--- src/sv/lkvc_pkg.sv ---
// Shared types and constants for the LRU key/value cache.
// Holds payload widths, the controller state type and the per-cell control struct.
// No dependencies.
package lkvc_pkg;

    localparam int CAPACITY_DEFAULT  = 16;
    localparam int KEY_WIDTH_DEFAULT = 16;

    localparam int OPCODE_W = 1;
    localparam int KEY_IN_W = 16;
    localparam int VALUE_W  = 31;
    localparam int CFG_W    = 5;

    localparam logic [CFG_W-1:0] CFG_RESET = CFG_W'(16);

    localparam logic [OPCODE_W-1:0] OP_GET = 1'b0;
    localparam logic [OPCODE_W-1:0] OP_PUT = 1'b1;

    typedef enum logic [1:0] {
        ST_IDLE,
        ST_LOOKUP,
        ST_UPDATE
    } state_t;

    // broadcast from the controller to every cell
    typedef struct packed {
        logic capture;   // latch the compare result
        logic update;    // apply the shift this cycle
        logic hit;       // the item's key is present
        logic put;       // the item is a put
    } cell_ctrl_t;

endpackage

--- src/sv/lkvc_req_if.sv ---
// Request channel of the LRU key/value cache: valid/ready plus the item fields.
// Depends on lkvc_pkg.
interface lkvc_req_if
    import lkvc_pkg::*;
();
    logic                valid;
    logic                ready;
    logic [OPCODE_W-1:0] opcode;
    logic [KEY_IN_W-1:0] lookup_key;
    logic [VALUE_W-1:0]  store_value;

    modport source (output valid, output opcode, output lookup_key, output store_value,
                    input ready);
    modport sink   (input valid, input opcode, input lookup_key, input store_value,
                    output ready);
endinterface

--- src/sv/lkvc_rsp_if.sv ---
// Response channel of the LRU key/value cache: valid/ready plus the result fields.
// Depends on lkvc_pkg.
interface lkvc_rsp_if
    import lkvc_pkg::*;
();
    logic               valid;
    logic               ready;
    logic               hit;
    logic [VALUE_W-1:0] read_value;

    modport source (output valid, output hit, output read_value, input ready);
    modport sink   (input valid, input hit, input read_value, output ready);
endinterface

--- src/sv/lkvc_cell.sv ---
// One entry of the recency-ordered chain: key, value, valid, and the latched match.
// Position in the chain is the recency rank; entries shift from the neighbor below.
// Depends on lkvc_pkg.
module lkvc_cell
    import lkvc_pkg::*;
#(
    parameter int KEY_WIDTH = KEY_WIDTH_DEFAULT,
    parameter int LIM_W     = 5,
    parameter int INDEX     = 0
)(
    input  logic                 clk,
    input  logic                 rst_n,
    input  cell_ctrl_t           ctrl,
    input  logic [LIM_W-1:0]     limit,
    input  logic [KEY_WIDTH-1:0] cmp_key,
    input  logic                 nb_valid,
    input  logic [KEY_WIDTH-1:0] nb_key,
    input  logic [VALUE_W-1:0]   nb_value,
    input  logic                 suffix_in,
    output logic                 valid,
    output logic [KEY_WIDTH-1:0] key,
    output logic [VALUE_W-1:0]   value,
    output logic                 match,
    output logic [VALUE_W-1:0]   match_value,
    output logic                 suffix_out
);

    logic                 valid_reg;
    logic [KEY_WIDTH-1:0] key_reg;
    logic [VALUE_W-1:0]   value_reg;
    logic                 match_reg;
    logic                 shift;

    assign match       = valid_reg && (key_reg == cmp_key);
    assign match_value = match ? value_reg : '0;

    // set for the hit cell and every cell nearer the head of the chain (lower index)
    assign suffix_out  = match_reg | suffix_in;

    always_comb
    begin
        if (ctrl.hit)
        begin
            shift = ctrl.update && suffix_out;
        end
        else
        begin
            shift = ctrl.update && ctrl.put && (LIM_W'(INDEX) < limit);
        end
    end

    always_ff @(posedge clk or negedge rst_n)
    begin
        if (!rst_n)
        begin
            valid_reg <= 1'b0;
            match_reg <= 1'b0;
        end
        else
        begin
            if (ctrl.capture)
            begin
                match_reg <= match;
            end
            if (shift)
            begin
                valid_reg <= nb_valid;
            end
        end
    end

    always_ff @(posedge clk)
    begin
        if (shift)
        begin
            key_reg   <= nb_key;
            value_reg <= nb_value;
        end
    end

    assign valid = valid_reg;
    assign key   = key_reg;
    assign value = value_reg;

endmodule

--- src/sv/lru_key_value_cache.sv ---
// Top level of the LRU key/value cache: controller, occupancy, and the cell chain.
// Depends on lkvc_pkg, lkvc_req_if, lkvc_rsp_if and lkvc_cell.
//
// Usage:
//   req carries items {opcode, lookup_key, store_value}; opcode 0 is a get, 1 a put.
//   rsp carries {hit, read_value}, one item per get and none per put; a miss
//   returns hit = 0 and read_value = 0.
//   cfg_we / cfg_wdata write active_capacity (0 acts as 1, above CAPACITY saturates);
//   write it only while the block is idle.
// Timing:
//   An item is taken in, compared against all cells in the lookup state, and the
//   chain shifts in the update state, which is also when a get result is
//   registered onto rsp.
//   A new item is taken only as the previous one shifts, set by the
//   compare-then-shift sequence over the cell chain.
// Reset: all entries invalid, occupancy zero, active_capacity 16. No clearing pass.
// Stall: a pending get result sits in the output register; a following put
//   proceeds, a following get waits in its shift cycle until rsp is taken.
module lru_key_value_cache
    import lkvc_pkg::*;
#(
    parameter int CAPACITY  = CAPACITY_DEFAULT,
    parameter int KEY_WIDTH = KEY_WIDTH_DEFAULT
)(
    input  logic             clk,
    input  logic             rst_n,
    input  logic             cfg_we,
    input  logic [CFG_W-1:0] cfg_wdata,
    lkvc_req_if.sink         req,
    lkvc_rsp_if.source       rsp
);

    localparam int CNT_W = $clog2(CAPACITY + 1);
    localparam int LIM_W = $clog2(CAPACITY + 2);
    localparam int CMP_W = (CNT_W > CFG_W) ? CNT_W : CFG_W;

    state_t state_reg, state_next;

    logic [CFG_W-1:0]     cfg_reg;
    logic [CNT_W-1:0]     occ_reg;
    logic [OPCODE_W-1:0]  op_reg;
    logic [KEY_WIDTH-1:0] key_reg;
    logic [VALUE_W-1:0]   val_reg;
    logic                 hit_reg;
    logic [VALUE_W-1:0]   hval_reg;

    logic                 rsp_valid_reg;
    logic                 rsp_hit_reg;
    logic [VALUE_W-1:0]   rsp_value_reg;

    logic                 accept;
    logic                 update_fire;
    logic                 rsp_load;
    cell_ctrl_t           ctrl;

    logic [CMP_W-1:0]     cfg_ext;
    logic [CMP_W-1:0]     cap_ext;
    logic [CMP_W-1:0]     eff_cap;
    logic                 full;
    logic [LIM_W-1:0]     limit;

    logic [VALUE_W-1:0]   front_value;
    logic                 hit_any;
    logic [VALUE_W-1:0]   hit_value;

    logic                 c_valid       [CAPACITY];
    logic [KEY_WIDTH-1:0] c_key         [CAPACITY];
    logic [VALUE_W-1:0]   c_value       [CAPACITY];
    logic                 c_match       [CAPACITY];
    logic [VALUE_W-1:0]   c_match_value [CAPACITY];
    logic                 c_suffix      [CAPACITY];

    // effective capacity and fullness
    always_comb
    begin
        cfg_ext = CMP_W'(cfg_reg);
        cap_ext = CMP_W'(CAPACITY);
        if (cfg_ext > cap_ext)
        begin
            eff_cap = cap_ext;
        end
        else if (cfg_ext == '0)
        begin
            eff_cap = CMP_W'(1);
        end
        else
        begin
            eff_cap = cfg_ext;
        end
        full = (CMP_W'(occ_reg) >= eff_cap);
        // full: drop the last valid entry; otherwise the chain grows by one
        limit = full ? LIM_W'(occ_reg) : LIM_W'(occ_reg) + LIM_W'(1);
    end

    // next state
    always_comb
    begin
        state_next = state_reg;
        unique case (state_reg)
            ST_IDLE:
            begin
                if (req.valid)
                begin
                    state_next = ST_LOOKUP;
                end
            end
            ST_LOOKUP:
            begin
                state_next = ST_UPDATE;
            end
            ST_UPDATE:
            begin
                if (update_fire)
                begin
                    state_next = req.valid ? ST_LOOKUP : ST_IDLE;
                end
            end
            default:
            begin
                state_next = ST_IDLE;
            end
        endcase
    end

    // controller outputs
    always_comb
    begin
        update_fire  = 1'b0;
        ctrl.capture = 1'b0;
        unique case (state_reg)
            ST_IDLE:
            begin
                update_fire = 1'b0;
            end
            ST_LOOKUP:
            begin
                ctrl.capture = 1'b1;
            end
            ST_UPDATE:
            begin
                // a get waits while an earlier result is still unread
                update_fire = !((op_reg == OP_GET) && rsp_valid_reg && !rsp.ready);
            end
            default:
            begin
                update_fire = 1'b0;
            end
        endcase
        ctrl.update = update_fire;
        ctrl.hit    = hit_reg;
        ctrl.put    = (op_reg == OP_PUT);
        req.ready   = (state_reg == ST_IDLE) || update_fire;
        accept      = req.valid && req.ready;
        rsp_load    = update_fire && (op_reg == OP_GET);
        front_value = (op_reg == OP_PUT) ? val_reg : hval_reg;
    end

    // compare results gathered from all cells
    always_comb
    begin
        hit_any   = 1'b0;
        hit_value = '0;
        for (int i = 0; i < CAPACITY; i++)
        begin
            hit_any   = hit_any | c_match[i];
            hit_value = hit_value | c_match_value[i];
        end
    end

    always_ff @(posedge clk or negedge rst_n)
    begin
        if (!rst_n)
        begin
            state_reg     <= ST_IDLE;
            cfg_reg       <= CFG_RESET;
            occ_reg       <= '0;
            hit_reg       <= 1'b0;
            rsp_valid_reg <= 1'b0;
        end
        else
        begin
            state_reg <= state_next;
            if (cfg_we)
            begin
                cfg_reg <= cfg_wdata;
            end
            if (ctrl.capture)
            begin
                hit_reg <= hit_any;
            end
            if (update_fire && ctrl.put && !hit_reg && !full)
            begin
                occ_reg <= occ_reg + CNT_W'(1);
            end
            if (rsp_load)
            begin
                rsp_valid_reg <= 1'b1;
            end
            else if (rsp.ready)
            begin
                rsp_valid_reg <= 1'b0;
            end
        end
    end

    always_ff @(posedge clk)
    begin
        if (accept)
        begin
            op_reg  <= req.opcode;
            key_reg <= KEY_WIDTH'(req.lookup_key);
            val_reg <= req.store_value;
        end
        if (ctrl.capture)
        begin
            hval_reg <= hit_value;
        end
        if (rsp_load)
        begin
            rsp_hit_reg   <= hit_reg;
            rsp_value_reg <= hval_reg;
        end
    end

    genvar g;
    generate
        for (g = 0; g < CAPACITY; g++)
        begin : g_cell
            logic                 nb_valid;
            logic [KEY_WIDTH-1:0] nb_key;
            logic [VALUE_W-1:0]   nb_value;
            logic                 sfx_in;

            if (g == 0)
            begin : g_head
                assign nb_valid = 1'b1;
                assign nb_key   = key_reg;
                assign nb_value = front_value;
            end
            else
            begin : g_body
                assign nb_valid = c_valid[g-1];
                assign nb_key   = c_key[g-1];
                assign nb_value = c_value[g-1];
            end

            if (g == CAPACITY - 1)
            begin : g_tail
                assign sfx_in = 1'b0;
            end
            else
            begin : g_link
                assign sfx_in = c_suffix[g+1];
            end

            lkvc_cell #(
                .KEY_WIDTH (KEY_WIDTH),
                .LIM_W     (LIM_W),
                .INDEX     (g)
            ) u_cell (
                .clk         (clk),
                .rst_n       (rst_n),
                .ctrl        (ctrl),
                .limit       (limit),
                .cmp_key     (key_reg),
                .nb_valid    (nb_valid),
                .nb_key      (nb_key),
                .nb_value    (nb_value),
                .suffix_in   (sfx_in),
                .valid       (c_valid[g]),
                .key         (c_key[g]),
                .value       (c_value[g]),
                .match       (c_match[g]),
                .match_value (c_match_value[g]),
                .suffix_out  (c_suffix[g])
            );
        end
    endgenerate

    assign rsp.valid      = rsp_valid_reg;
    assign rsp.hit        = rsp_hit_reg;
    assign rsp.read_value = rsp_value_reg;

endmodule
--- src/flat_wrapper.sv ---
// flat-port wrapper written by rule: the top's interface ports become plain ports
module lru_key_value_cache_flat import lkvc_pkg::*;
#(
    parameter int CAPACITY  = CAPACITY_DEFAULT,
    parameter int KEY_WIDTH = KEY_WIDTH_DEFAULT
)
  (clk, rst_n, cfg_we, cfg_wdata, req_valid, req_opcode, req_lookup_key, req_store_value, req_ready, rsp_valid, rsp_hit, rsp_read_value, rsp_ready);
  lkvc_req_if req_i ();
  lkvc_rsp_if rsp_i ();
  input  logic clk;
  input  logic rst_n;
  input  logic cfg_we;
  input  logic [CFG_W-1:0] cfg_wdata;
  input wire logic [$bits(req_i.valid)-1:0] req_valid;
  input wire logic [$bits(req_i.opcode)-1:0] req_opcode;
  input wire logic [$bits(req_i.lookup_key)-1:0] req_lookup_key;
  input wire logic [$bits(req_i.store_value)-1:0] req_store_value;
  output wire logic [$bits(req_i.ready)-1:0] req_ready;
  output wire logic [$bits(rsp_i.valid)-1:0] rsp_valid;
  output wire logic [$bits(rsp_i.hit)-1:0] rsp_hit;
  output wire logic [$bits(rsp_i.read_value)-1:0] rsp_read_value;
  input wire logic [$bits(rsp_i.ready)-1:0] rsp_ready;
  assign req_i.valid = req_valid;
  assign req_i.opcode = req_opcode;
  assign req_i.lookup_key = req_lookup_key;
  assign req_i.store_value = req_store_value;
  assign req_ready = req_i.ready;
  assign rsp_valid = rsp_i.valid;
  assign rsp_hit = rsp_i.hit;
  assign rsp_read_value = rsp_i.read_value;
  assign rsp_i.ready = rsp_ready;
  lru_key_value_cache #(.CAPACITY(CAPACITY), .KEY_WIDTH(KEY_WIDTH)) u_core (.clk(clk), .rst_n(rst_n), .cfg_we(cfg_we), .cfg_wdata(cfg_wdata), .req(req_i), .rsp(rsp_i));
endmodule
--- config.mk ---
export PLATFORM = sky130hd
export DESIGN_NAME = lru_key_value_cache_flat
export DESIGN_NICKNAME = d
export VERILOG_FILES = /design/src/sv/lkvc_pkg.sv /design/src/sv/lkvc_req_if.sv /design/src/sv/lkvc_rsp_if.sv /design/src/sv/lkvc_cell.sv /design/src/sv/lru_key_value_cache.sv /design/src/flat_wrapper.sv
export SDC_FILE = /design/constraint.sdc
export NUM_CORES = 1
export LEC_CHECK = 0
export ABC_AREA = 1
export ABC_CLOCK_PERIOD_IN_PS = 4700
export CAP_MARGIN = 20
export CELL_PAD_IN_SITES_DETAIL_PLACEMENT = 0
export CELL_PAD_IN_SITES_GLOBAL_PLACEMENT = 2
export CORE_ASPECT_RATIO = 1.2
export CORE_MARGIN = 1
export CORE_UTILIZATION = 27
export CTS_CLUSTER_DIAMETER = 50
export DETAILED_ROUTE_END_ITERATION = 10
export DONT_BUFFER_PORTS = 1
export PLACE_DENSITY_LB_ADDON = 0.2
export SLEW_MARGIN = 40
export SYNTH_ARGS = -nofsm -noshare
export SYNTH_HDL_FRONTEND = slang
export SYNTH_SLANG_ARGS = --single-unit
export TNS_END_PERCENT = 5
--- constraint.sdc ---
create_clock -name clk -period 4.7 [get_ports clk]
set_input_delay 0.94 -clock clk [delete_from_list [all_inputs] [get_ports clk]]
set_output_delay 0.94 -clock clk [all_outputs]
set_load 0.03 [all_outputs]
Yosys cells after proc, flatten, opt, wreduce, memory -nomap -nowiden

Cells that the tools add are included.

Add/subtract/negate cells: 1
Order comparisons: 18
Equal/unequal tests: 20
Mux-type cells: 44
Bitwise operators: 46
Reduce and logical (&&, ||, !) cells: 64

Operators by type and width:

| operator                                             | number |
|---|---|
| 2-to-1 mux 31 bit                                    | 17 |
| bitwise OR 31 bit                                    | 15 |
| equality test 16 bit                                 | 16 |
| logical AND 1 bit                                    | 55 |
| < comparator 4 x 5 -> 1 bit (first input constant)   | 8 |
| bitwise OR 1 bit                                     | 30 |
| 2-to-1 mux 1 bit                                     | 21 |
| < comparator 3 x 5 -> 1 bit (first input constant)   | 4 |
| 2-to-1 mux 5 bit                                     | 3 |
| < comparator 1 x 5 -> 1 bit (first input constant)   | 2 |
| < comparator 2 x 5 -> 1 bit (first input constant)   | 2 |
| case mux 2 bit (3 select lines)                      | 1 |
| adder 5 x 1 -> 5 bit (second input constant)         | 1 |
| greater-or-equal comparator 5 bit                    | 1 |
| > comparator 5 bit (second input constant)           | 1 |
| logical NOT 5 bit                                    | 1 |
| logical NOT 1 bit                                    | 4 |
| 2-to-1 mux 2 bit                                     | 2 |
| equality test 2 x 1 -> 1 bit (second input constant) | 1 |
| equality test 2 bit (second input constant)          | 1 |
| logical NOT 2 bit                                    | 1 |
| != test 2 x 1 -> 1 bit (second input constant)       | 1 |
| != test 2 bit (second input constant)                | 1 |
| AND reduction 2 bit                                  | 1 |
| 3 further kinds                                      | 3 |

Bits in registers: 909
Bits of input ports: 58
Logic and storage cells: 268

Logic depth before layout (Yosys ltp)

Gate-level depths: netlist of the first run.

Depth after elaboration: 18
Mapped depth: 18
Depth with buffers taken out: 18

By module

From an unflattened synthesis of the first run, not the netlist that was laid out.

Cell total of the unflattened synthesis: 3,759
Area total of the unflattened synthesis: 40,913.0 sq um

Modules (own cells, without submodules):

| module                                   | times used | cells each | area an instance (sq um) | sequential area each (sq um) |
|---|---|---|---|---|
| lru_key_value_cache                      | 1          | 511        | 5,684.2                  | 3,684.8 |
| lkvc_cell (u_core.g_cell[10].u_cell ...) | 2          | 205        | 2,208.4                  | 1,461.4 |
| lkvc_cell (u_core.g_cell[14].u_cell ...) | 2          | 204        | 2,199.6                  | 1,461.4 |
| lkvc_cell (u_core.g_cell[4].u_cell ...)  | 2          | 203        | 2,195.9                  | 1,461.4 |
| lkvc_cell (u_core.g_cell[9].u_cell)      | 1          | 205        | 2,223.4                  | 1,461.4 |
| lkvc_cell (u_core.g_cell[5].u_cell)      | 1          | 202        | 2,212.1                  | 1,461.4 |
| lkvc_cell (u_core.g_cell[13].u_cell)     | 1          | 201        | 2,209.6                  | 1,461.4 |
| lkvc_cell (u_core.g_cell[1].u_cell)      | 1          | 201        | 2,208.4                  | 1,461.4 |
| lkvc_cell (u_core.g_cell[11].u_cell)     | 1          | 207        | 2,204.6                  | 1,461.4 |
| lkvc_cell (u_core.g_cell[12].u_cell)     | 1          | 204        | 2,202.1                  | 1,461.4 |
| lkvc_cell (u_core.g_cell[0].u_cell)      | 1          | 204        | 2,198.4                  | 1,461.4 |
| lkvc_cell (u_core.g_cell[3].u_cell)      | 1          | 204        | 2,194.6                  | 1,461.4 |
| lkvc_cell (u_core.g_cell[7].u_cell)      | 1          | 201        | 2,192.1                  | 1,461.4 |
| lkvc_cell (u_core.g_cell[15].u_cell)     | 1          | 195        | 2,175.8                  | 1,461.4 |

Worst setup path before layout of the first run

No wires, ideal clock.

Path type: input-to-reg
Start point: input port rsp_ready
End point: register u_core.key_reg[0], in the netlist u_core.g_cell[0].nb_key[0] (enable)
Library setup time: 528 ps
Data arrival time: 4,611 ps
Required time: 4,172 ps
Slack: -439 ps
Stages: 4
Buffers on the path: 0
Cell sequence: nor2_1 > nand2_1 > nand2_1 > a21boi_0

Longest elaborated chain between the ends: 6

Ends and longest elaborated chain:

| item                   | line                       | text |
|---|---|---|
| start: declaration     | flat_wrapper.sv:22         | `input wire logic [$bits(rsp_i.ready)-1:0] rsp_ready;` |
| logical NOT 1 bit      | lru_key_value_cache.sv:142 | `update_fire = !((op_reg == OP_GET) && rsp_valid_reg && !rsp.ready);` |
| logical AND 1 bit      | lru_key_value_cache.sv:142 |  |
| logical NOT 1 bit      | lru_key_value_cache.sv:142 |  |
| 2-to-1 mux 1 bit       | lru_key_value_cache.sv:130 | `unique case (state_reg)` |
| logical OR 1 bit       | lru_key_value_cache.sv:152 | `req.ready = (state_reg == ST_IDLE) \|\| update_fire;` |
| logical AND 1 bit      | lru_key_value_cache.sv:153 | `accept = req.valid && req.ready;` |
| via u_core.accept      | lru_key_value_cache.sv:51  | `logic accept;` |
| end signal: assignment | lru_key_value_cache.sv:211 | `key_reg <= KEY_WIDTH'(req.lookup_key);` |
| end: declaration       | lru_key_value_cache.sv:42  | `logic [KEY_WIDTH-1:0] key_reg;` |

The timed path passes the listed nets, and every way through them passes these cells.
A chain may end at the register's enable or synchronous reset.

Worst setup path in the final report of the first run

Start point: register u_core.op_reg
End point: output port req_ready

Longest elaborated chain between the ends: 6

Ends and longest elaborated chain:

| item                           | line                       | text |
|---|---|---|
| start: declaration             | lru_key_value_cache.sv:41  | `logic [OPCODE_W-1:0] op_reg;` |
| start signal: assignment       | lru_key_value_cache.sv:210 | `op_reg <= req.opcode;` |
| inverter 1 bit                 | lru_key_value_cache.sv:142 |  |
| logical AND 1 bit (2 in a row) | lru_key_value_cache.sv:142 |  |
| logical NOT 1 bit              | lru_key_value_cache.sv:142 |  |
| 2-to-1 mux 1 bit               | lru_key_value_cache.sv:130 |  |
| logical OR 1 bit               | lru_key_value_cache.sv:152 |  |
| end: declaration               | flat_wrapper.sv:18         | `output wire logic [$bits(req_i.ready)-1:0] req_ready;` |

No other way between the ends.

==> impl_table.tex, run 1 <==
\begin{tabular}{lr}
\hline
Metric & Value \\
\hline
\multicolumn{2}{l}{\textbf{Run status}} \\
Status & finished clean \\
\multicolumn{2}{l}{\textbf{Yosys}} \\
Number of nets produced by synthesis & around 2,900 \\
Post-synthesis sequential area ratio & between 70 and 80\% \\
Number of instances in the synthesized netlist & 2,846 \\
Seq cells post-synth & 909 \\
Count of cell types in the netlist & 41 \\
Total number of yosys warnings & 0 \\
Syn avg cell area & 13.1 µm² \\
Cell area after synthesis & 37,300 µm² \\
\multicolumn{2}{l}{\textbf{Finish}} \\
Share of post-route cells with drive strength above 1 & 15.3\% \\
Storage element area & 27,100 µm² \\
Footprint of the multi-input gates & about 9100 µm² \\
Antenna Cells & 0 \\
Commonest cells after routing, fill and taps aside & edfxtp\_1, nand4\_1, nand2\_1 \\
Final non-filler cell total & 4,875 \\
Flip-flop count of the largest register, all copies and words added & 496 \\
Final standard cell area without fillers & $\sim$45,000 µm² \\
Area growth from synthesis to final layout & 20.1\% \\
Layout net count & 3,025 \\
Count of fill cells added during filler insertion & 13,631 \\
Most common cell after layout, fill and taps aside & edfxtp\_1 \\
\multicolumn{2}{l}{\textbf{Floorplan}} \\
Area of the die & approximately 140,000 µm² \\
Initial cell density of the core & 27.2\% \\
Number of primary I/O pins & 92 \\
Area of the core & 137,000 µm² \\
Height of the die & approximately 410 µm \\
Horiz. Die Dim & 341 µm \\
Num rows & 149 \\
\multicolumn{2}{l}{\textbf{Placed design}} \\
Setup slack at placement & 1.13 ns \\
HPWL after detailed placement & around 100,000 µm \\
Number of cells after detailed placement & 4,636 \\
Count of input and output buffers & 0 \\
RePlAce Congestion & 0.863 \\
Cell area after placement & 40,300 µm² \\
\multicolumn{2}{l}{\textbf{STA}} \\
Final hold viol count & 0 \\
Final worst path period share & 76.4\% \\
Max Fclk & 278 MHz \\
RSZ-0062 raised after global routing & false \\
Worst hold margin & 0.0404 ns \\
Maximum clock skew at final layout & between 0.03 and 0.04 ns \\
Least setup slack across all paths after layout & 1.11 ns \\
Final critical delay including setup and external delays & 3.59 ns \\
Setup-failing EPs final & 0 \\
Worst Max-Slew Pin Slew & approximately 0.95 ns \\
Normalized max-slew margin & 36.5\% \\
Number of pins exceeding their max-slew limit in the final report & 0 \\
\multicolumn{2}{l}{\textbf{Route}} \\
TritonRoute pass-1 iters & 5 \\
Routed Antenna Nets & 0 \\
Number of vias in the routed layout & 25,903 \\
Violation count after the first detailed-route iteration & 2,530 \\
Drt drc & 0 \\
Routed wire per std cell & 30.9 µm \\
Sum of routed wire length over all layers & $\sim$150,000 µm \\
Via-per-instance ratio & 5.31 \\
\multicolumn{2}{l}{\textbf{Worst setup path}} \\
Worst Path Max Fanout & 34 \\
Crit Path Class & reg -> out \\
Kind of end point of the critical path & output port \\
Worst endpoint data arrival time & 2.65 ns \\
CP required & 3.76 ns \\
Type of origin of the critical path & flop \\
\multicolumn{2}{l}{\textbf{Pwr}} \\
Switching share of total power & 30.3\% \\
Power density of the placed cells & about 560 nW/µm² \\
Total power of the final layout & 24.9 mW \\
Clock Power Share & 40.2\% \\
Sequential share of power & 45.4\% \\
Power dissipated by switching net loads & 7.54 mW \\
Internal Power & 17.4 mW \\
Power share of the combinational group & 14.3\% \\
Worst supply voltage drop on vdd & between 300 and 400 µV \\
Leak pwr & 15.2 nW \\
\multicolumn{2}{l}{\textbf{Clock network}} \\
Total setup buffers inserted after CTS & 0 \\
Inserted Clock Buffers & between 100 and 150 \\
Clock latency at the later pin of the worst-skew pair & 0.76 ns \\
H-tree levels & 4 \\
Total number of clock tree sinks & 909 \\
Clock Tree Buf Depth & 3 \\
TritonCTS clock tree & built \\
Clk pin slew, worst setup/hold paths & 0.06 ns \\
Cts-stage hold buffer count & 1 \\
Root buffer selected by CTS & clkbuf\_16 \\
Number of resized instances in the post-cts repair step & 0 \\
\multicolumn{2}{l}{\textbf{Flow run}} \\
Max\_cap viols & 0 \\
\multicolumn{2}{l}{\textbf{Global route}} \\
Remaining global-route overflow & 0 \\
Overall track demand over capacity in global routing & between 20\% and 30\% \\
Via count of the first global-routing pass & roughly 26,000 \\
Number of antenna violations at the first check in global routing & 5 \\
Global-route wire length before repair & 210,000 µm \\
Largest net degree at the start of global routing & 49 \\
\multicolumn{2}{l}{\textbf{Hold path}} \\
Kind of path behind the tightest hold check & in -> async \\
\hline
\end{tabular}
==> power groups by stage <==
stage	sequential, mW	clock, mW	combinational [mW]
global placement	11.5	0	3.53
finish	11.3	10.0	3.57
CTS	11.3	10.2	3.61
detailed placement	11.4	0	3.58
global route	11.4	10.5	3.84
floorplan	11.0	0	1.92
==> cell type report <==
type,instances,share of cell area (%)
tap,1812,5.06
inverter,111,0.948
sequential,909,60.5
clock inverter,81,1.99
multi-input combinational,1646,20.3
timing repair buffer,161,3.45
clock buffer,155,7.83
==> metrics by stage <==
step / setup TNS [ns] / util (%)
after global placement: 0 / 29.3
after floorplan: -1.98 / -
after global routing: 0 / 32.6
after CTS: 0 / 32.6
after detailed placement: 0 / 29.4
final: 0 / 32.6
==> worst paths after layout <==
check / cells past startpoint / slack (ns) / end / startpoint
max: 5 / 1.11 / req_ready / u_core.op_reg
min: 1 / 0.04 / u_core.g_cell[2].u_cell.valid / rst_n
max reg2reg: 16 / 1.13 / u_core.g_cell[2].u_cell.value[25] / u_core.cfg_ext[2]
min reg2reg: 0 / 0.44 / u_core.g_cell[9].u_cell.value[1] / u_core.g_cell[8].u_cell.value[1]
max in group asynchronous: 1 / 4.30 / u_core.cfg_ext[1] / rst_n
min in group clk: 0 / 0.28 / u_core.val_reg[11] / req_store_value[11]
==> cells in the mapped netlist <==
cell type	number	area, µm²
a211oi_2	2	25.0
a21boi_0	2	15.0
a21oi_1	13	65.1
a21oi_2	1	8.76
and3_1	2	12.5
buf_2	117	586
buf_4	32	240
buf_6	13	146
clkbuf_1	17	63.8
clkbuf_2	1	5.00
dfrtp_1	45	1130
dfstp_2	1	26.3
edfxtp_1	863	25900
ha_1	6	75.1
inv_1	97	364
inv_2	12	45.0
inv_4	2	12.5
mux2_2	1	11.3
nand2_1	504	1890
nand2_2	3	18.8
nand3_1	42	210
nand3_2	1	10.0
nand3b_1	5	37.5
nand4_1	585	3660
nor2_1	171	642
nor2_2	20	125
nor2_4	3	33.8
nor3_1	11	55.1
nor3_2	11	110
nor3b_1	1	7.51
o211ai_1	6	45.0
o21ai_0	87	435
o21ai_1	18	90.1
o21ai_2	1	8.76
o21bai_1	1	7.51
o221ai_1	4	35.0
o22ai_1	44	275
or2_0	1	6.26
or2_2	17	106
xnor2_1	27	236
xor2_1	56	490
==> per-layer routing <==
layer / up-vias / wire length (µm) / track usage, % / part of all wire, %
met5: - / 13 / 0 / 0.0086
met4: 2 / 8580 / 11.7 / 5.7
met3: 294 / 8060 / 3.36 / 5.3
met2: 1208 / 75200 / 36.4 / 50
met1: 13388 / 59000 / 26.0 / 39
li1: 11011 / - / - / -
==> worst max-delay path, stage by stage, from the launching register on <==
cell and delay [ns]:
edfxtp_1 0.36, buf_4 0.25, inv_2 0.61, nand2_1 0.15, nand2_1 0.21, nand2_1 0.30
==> cells by family (layout without fill, tap and decap cells) <==
logic type / after synthesis / in the layout / share of synthesized area, %
buffers and inverters: 291 / 508 / 3.92
adders and majority gates: 6 / 6 / 0.201
xor gates and xnor gates: 83 / 83 / 1.95
DFF: 909 / 909 / 72.6
muxes: 1 / 1 / 0.0302
AOI/OAI and AO/OA: 179 / 179 / 2.71
and+or+nand+nor: 1377 / 1377 / 18.6
Note: power is estimated with default switching activity, not from simulation.
==> run 2, diff against run 1 <==
--- a/config.mk
+++ b/config.mk
@@ -6,7 +6,7 @@
 export NUM_CORES = 1
 export LEC_CHECK = 0
 export ABC_AREA = 1
-export ABC_CLOCK_PERIOD_IN_PS = 4700
+export ABC_CLOCK_PERIOD_IN_PS = 3600
 export CAP_MARGIN = 20
 export CELL_PAD_IN_SITES_DETAIL_PLACEMENT = 0
 export CELL_PAD_IN_SITES_GLOBAL_PLACEMENT = 2
==> constraint.sdc (replaced) <==
create_clock -name clk -period 3.6 [get_ports clk]
set_input_delay 0.72 -clock clk [delete_from_list [all_inputs] [get_ports clk]]
set_output_delay 0.72 -clock clk [all_outputs]
set_load 0.03 [all_outputs]
==> run 2 against run 1 <==
Effect of this change:
- core utilization is 0.15 points lower
- highest routed layer is now met4
- sequential power is 29% higher
- cell area is 0.47% lower
- setup slack worse by 0.83 ns
- critical endpoint is now u_core.g_cell[0].u_cell.value[11]
- power is 23% higher
- register-to-register slack worse by 0.85 ns
- global-route usage is 1.8 points lower
- cell count is 0.27% lower
- non-clock buffer count is 7 higher
- via count is 4.1% lower
==> impl_table.tex, run 2 (synthesis gave the netlist of run 1 again) <==
\begin{tabular}{lr}
\hline
Metric & Value \\
\hline
\multicolumn{2}{l}{\textbf{Placed design}} \\
HPWL after detailed placement & approximately 100,000 µm \\
Number of cells after detailed placement & 4,643 \\
RePlAce Congestion & 0.878 \\
Count of input and output buffers & 0 \\
\multicolumn{2}{l}{\textbf{Worst setup path}} \\
Register-to-Register Setup Slack & 0.28 ns \\
Crit Path Class & reg -> reg \\
Worst Path Max Fanout & 47 \\
Maximum single-stage delay on the critical path & 0.47 ns \\
Kind of end point of the critical path & flop \\
Worst endpoint data arrival time & approximately 3.8 ns \\
Worst-path cell with the longest stage delay & a21oi\_1 \\
Ordered cell list for the critical path & inv\_1, nand3\_1, o21ai\_0, nand2\_1, ha\_1, nand2\_1, inv\_1, a21oi\_2, nand3\_2, xor2\_1, buf\_4, inv\_1, nand2\_1, a21oi\_1, nand2\_2, buf\_12 \\
Type of origin of the critical path & flop \\
CP required & 4.07 ns \\
\multicolumn{2}{l}{\textbf{Route}} \\
Routed Antenna Nets & 0 \\
Via-per-instance ratio & 5.11 \\
Routed wire per std cell & 28.6 µm \\
Drt drc & 0 \\
TritonRoute pass-1 iters & 5 \\
Number of vias in the routed layout & 24,846 \\
Violation count after the first detailed-route iteration & 2,106 \\
Sum of routed wire length over all layers & around 140,000 µm \\
\multicolumn{2}{l}{\textbf{Floorplan}} \\
Number of primary I/O pins & 92 \\
Area of the core & between 100,000 and 150,000 µm² \\
Area of the die & 140,000 µm² \\
Horiz. Die Dim & 341 µm \\
Initial cell density of the core & 27.2\% \\
Num rows & 149 \\
Height of the die & 409 µm \\
\multicolumn{2}{l}{\textbf{Hold path}} \\
Kind of path behind the tightest hold check & in -> reg \\
\multicolumn{2}{l}{\textbf{Flow run}} \\
Max\_cap viols & 0 \\
\multicolumn{2}{l}{\textbf{Finish}} \\
Area growth from synthesis to final layout & 19.5\% \\
Flip-flop count of the largest register, all copies and words added & between 400 and 500 \\
Most common cell after layout, fill and taps aside & edfxtp\_1 \\
Storage element area & approximately 27,000 µm² \\
Commonest cells after routing, fill and taps aside & edfxtp\_1, nand4\_1, nand2\_1 \\
Layout net count & about 3,000 \\
Count of fill cells added during filler insertion & 13,733 \\
Share of post-route cells with drive strength above 1 & about 15\% \\
Footprint of the multi-input gates & 9070 µm² \\
Final non-filler cell total & 4,862 \\
\multicolumn{2}{l}{\textbf{Global route}} \\
Overall track demand over capacity in global routing & 19.7\% \\
Via count of the first global-routing pass & roughly 26,000 \\
Global-route wire length before repair & roughly 200,000 µm \\
Largest net degree at the start of global routing & 50 \\
Remaining global-route overflow & 0 \\
Number of antenna violations at the first check in global routing & 2 \\
\multicolumn{2}{l}{\textbf{STA}} \\
Normalized max-slew margin & 47.9\% \\
RSZ-0062 raised after global routing & false \\
Worst Max-Slew Pin Slew & 0.781 ns \\
Setup-failing EPs final & 0 \\
Final worst path period share & 92.2\% \\
Final critical delay including setup and external delays & 3.32 ns \\
Maximum clock skew at final layout & 0.0610 ns \\
Worst hold margin & 0.0669 ns \\
Max Fclk & 301 MHz \\
Number of pins exceeding their max-slew limit in the final report & 0 \\
Final hold viol count & 0 \\
\multicolumn{2}{l}{\textbf{Clock network}} \\
Root buffer selected by CTS & clkbuf\_16 \\
Clk pin slew, worst setup/hold paths & $\sim$0.06 ns \\
Clock Tree Buf Depth & 3 \\
Total number of clock tree sinks & 909 \\
Clock latency at the later pin of the worst-skew pair & 0.75 ns \\
H-tree levels & 3 \\
Inserted Clock Buffers & 115 \\
TritonCTS clock tree & built \\
Number of resized instances in the post-cts repair step & 0 \\
\multicolumn{2}{l}{\textbf{Pwr}} \\
Power share of the combinational group & 14.6\% \\
Worst supply voltage drop on vdd & around 470 µV \\
Clock Power Share & 37.6\% \\
Internal Power & 21.4 mW \\
Switching share of total power & 30.3\% \\
Power dissipated by switching net loads & $\sim$9.3 mW \\
Power density of the placed cells & 688 nW/µm² \\
Sequential share of power & 47.8\% \\
Leak pwr & between 15 and 20 nW \\
\multicolumn{2}{l}{\textbf{Run status}} \\
Status & finished clean \\
\hline
\end{tabular}
run 2: cell types whose count changed in the layout (fill, tap and decap cells not counted), sizes merged:
cell and change:
clkinv +16, bufinv -4, inv +1, diode +2
clkbuf -23, dlygate4sd3 +1, buf +5, clkinvlp -11
run 2: path summary, 6_finish.rpt:
path	start	to	depth (start not counted)
max	u_core.cfg_ext[3]	u_core.g_cell[0].u_cell.value[11]	16
min	req_store_value[8]	u_core.val_reg[8]	0
max reg2reg	u_core.cfg_ext[3]	u_core.g_cell[0].u_cell.value[11]	16
min reg2reg	u_core.g_cell[0].u_cell.value[5]	u_core.g_cell[1].u_cell.value[5]	0
max in group asynchronous	rst_n	u_core.cfg_ext[4]	2
min in group asynchronous	rst_n	u_core.g_cell[6].u_cell.valid	2
run 2: area by class of cell:
cell class,count,share of cell area (%)
Sequential cell,909,60.7
Multi-Input combinational cell,1646,20.4
Tap cell,1812,5.09
Inverter,111,0.952
Clock buffer,131,6.62
Clock inverter,83,1.96
Antenna cell,2,0.0112
Timing Repair Buffer,168,4.27
run 2: repair_timing:
item                                   4_1_cts  5_1_grt
hold buffers                                 2        0
buffers inserted                             0        0
endpoints found under the hold margin       46        0
run 2: power groups by stage:
stage / registers (mW) / clock network (mW) / logic [mW]
2_1_floorplan: 14.4 / 0 / 2.51
6_report: 14.6 / 11.5 / 4.49
3_3_place_gp: 14.9 / 0 / 4.48
4_1_cts: 14.7 / 11.8 / 4.57
3_5_place_dp: 14.8 / 0 / 4.54
5_1_grt: 14.8 / 12.2 / 4.89
run 2: worst max-delay path, delay by kind of cell (launching register included):
kind	cells	cell delay, ns
AOI/OAI and AO/OA	3	0.92
and+or+nand+nor	6	0.64
buffers and inverters	5	0.59
DFF	1	0.38
adders and majority gates	1	0.30
xor gates and xnor gates	1	0.18
run 2: metrics by stage:
step | area, µm² | total power [mW] | setup WS [ns] | util [%] | setup TNS [ns]
finish | 44600 | 30.7 | 0.282 | 32.5 | 0
global route | 44600 | 31.9 | 0.0202 | 32.5 | 0
CTS | 44500 | 31.1 | 0.294 | 32.5 | 0
detailed placement | 40700 | 19.4 | 0.278 | 29.6 | 0
global placement | 40700 | 19.3 | 0.191 | 29.6 | 0
floorplan | 37300 | 16.9 | -0.931 | - | -122.24
run 2: layer usage:
metal / part of all wire [%] / track usage (%) / up-vias / wire (µm)
met1: 37 / 22.4 / 12810 / 52100
met3: 3.8 / 2.22 / 237 / 5230
li1: - / - / 10995 / -
met5: 0 / 0 / - / 0
met2: 53 / 35.3 / 804 / 73300
met4: 6.1 / 11.8 / 0 / 8530
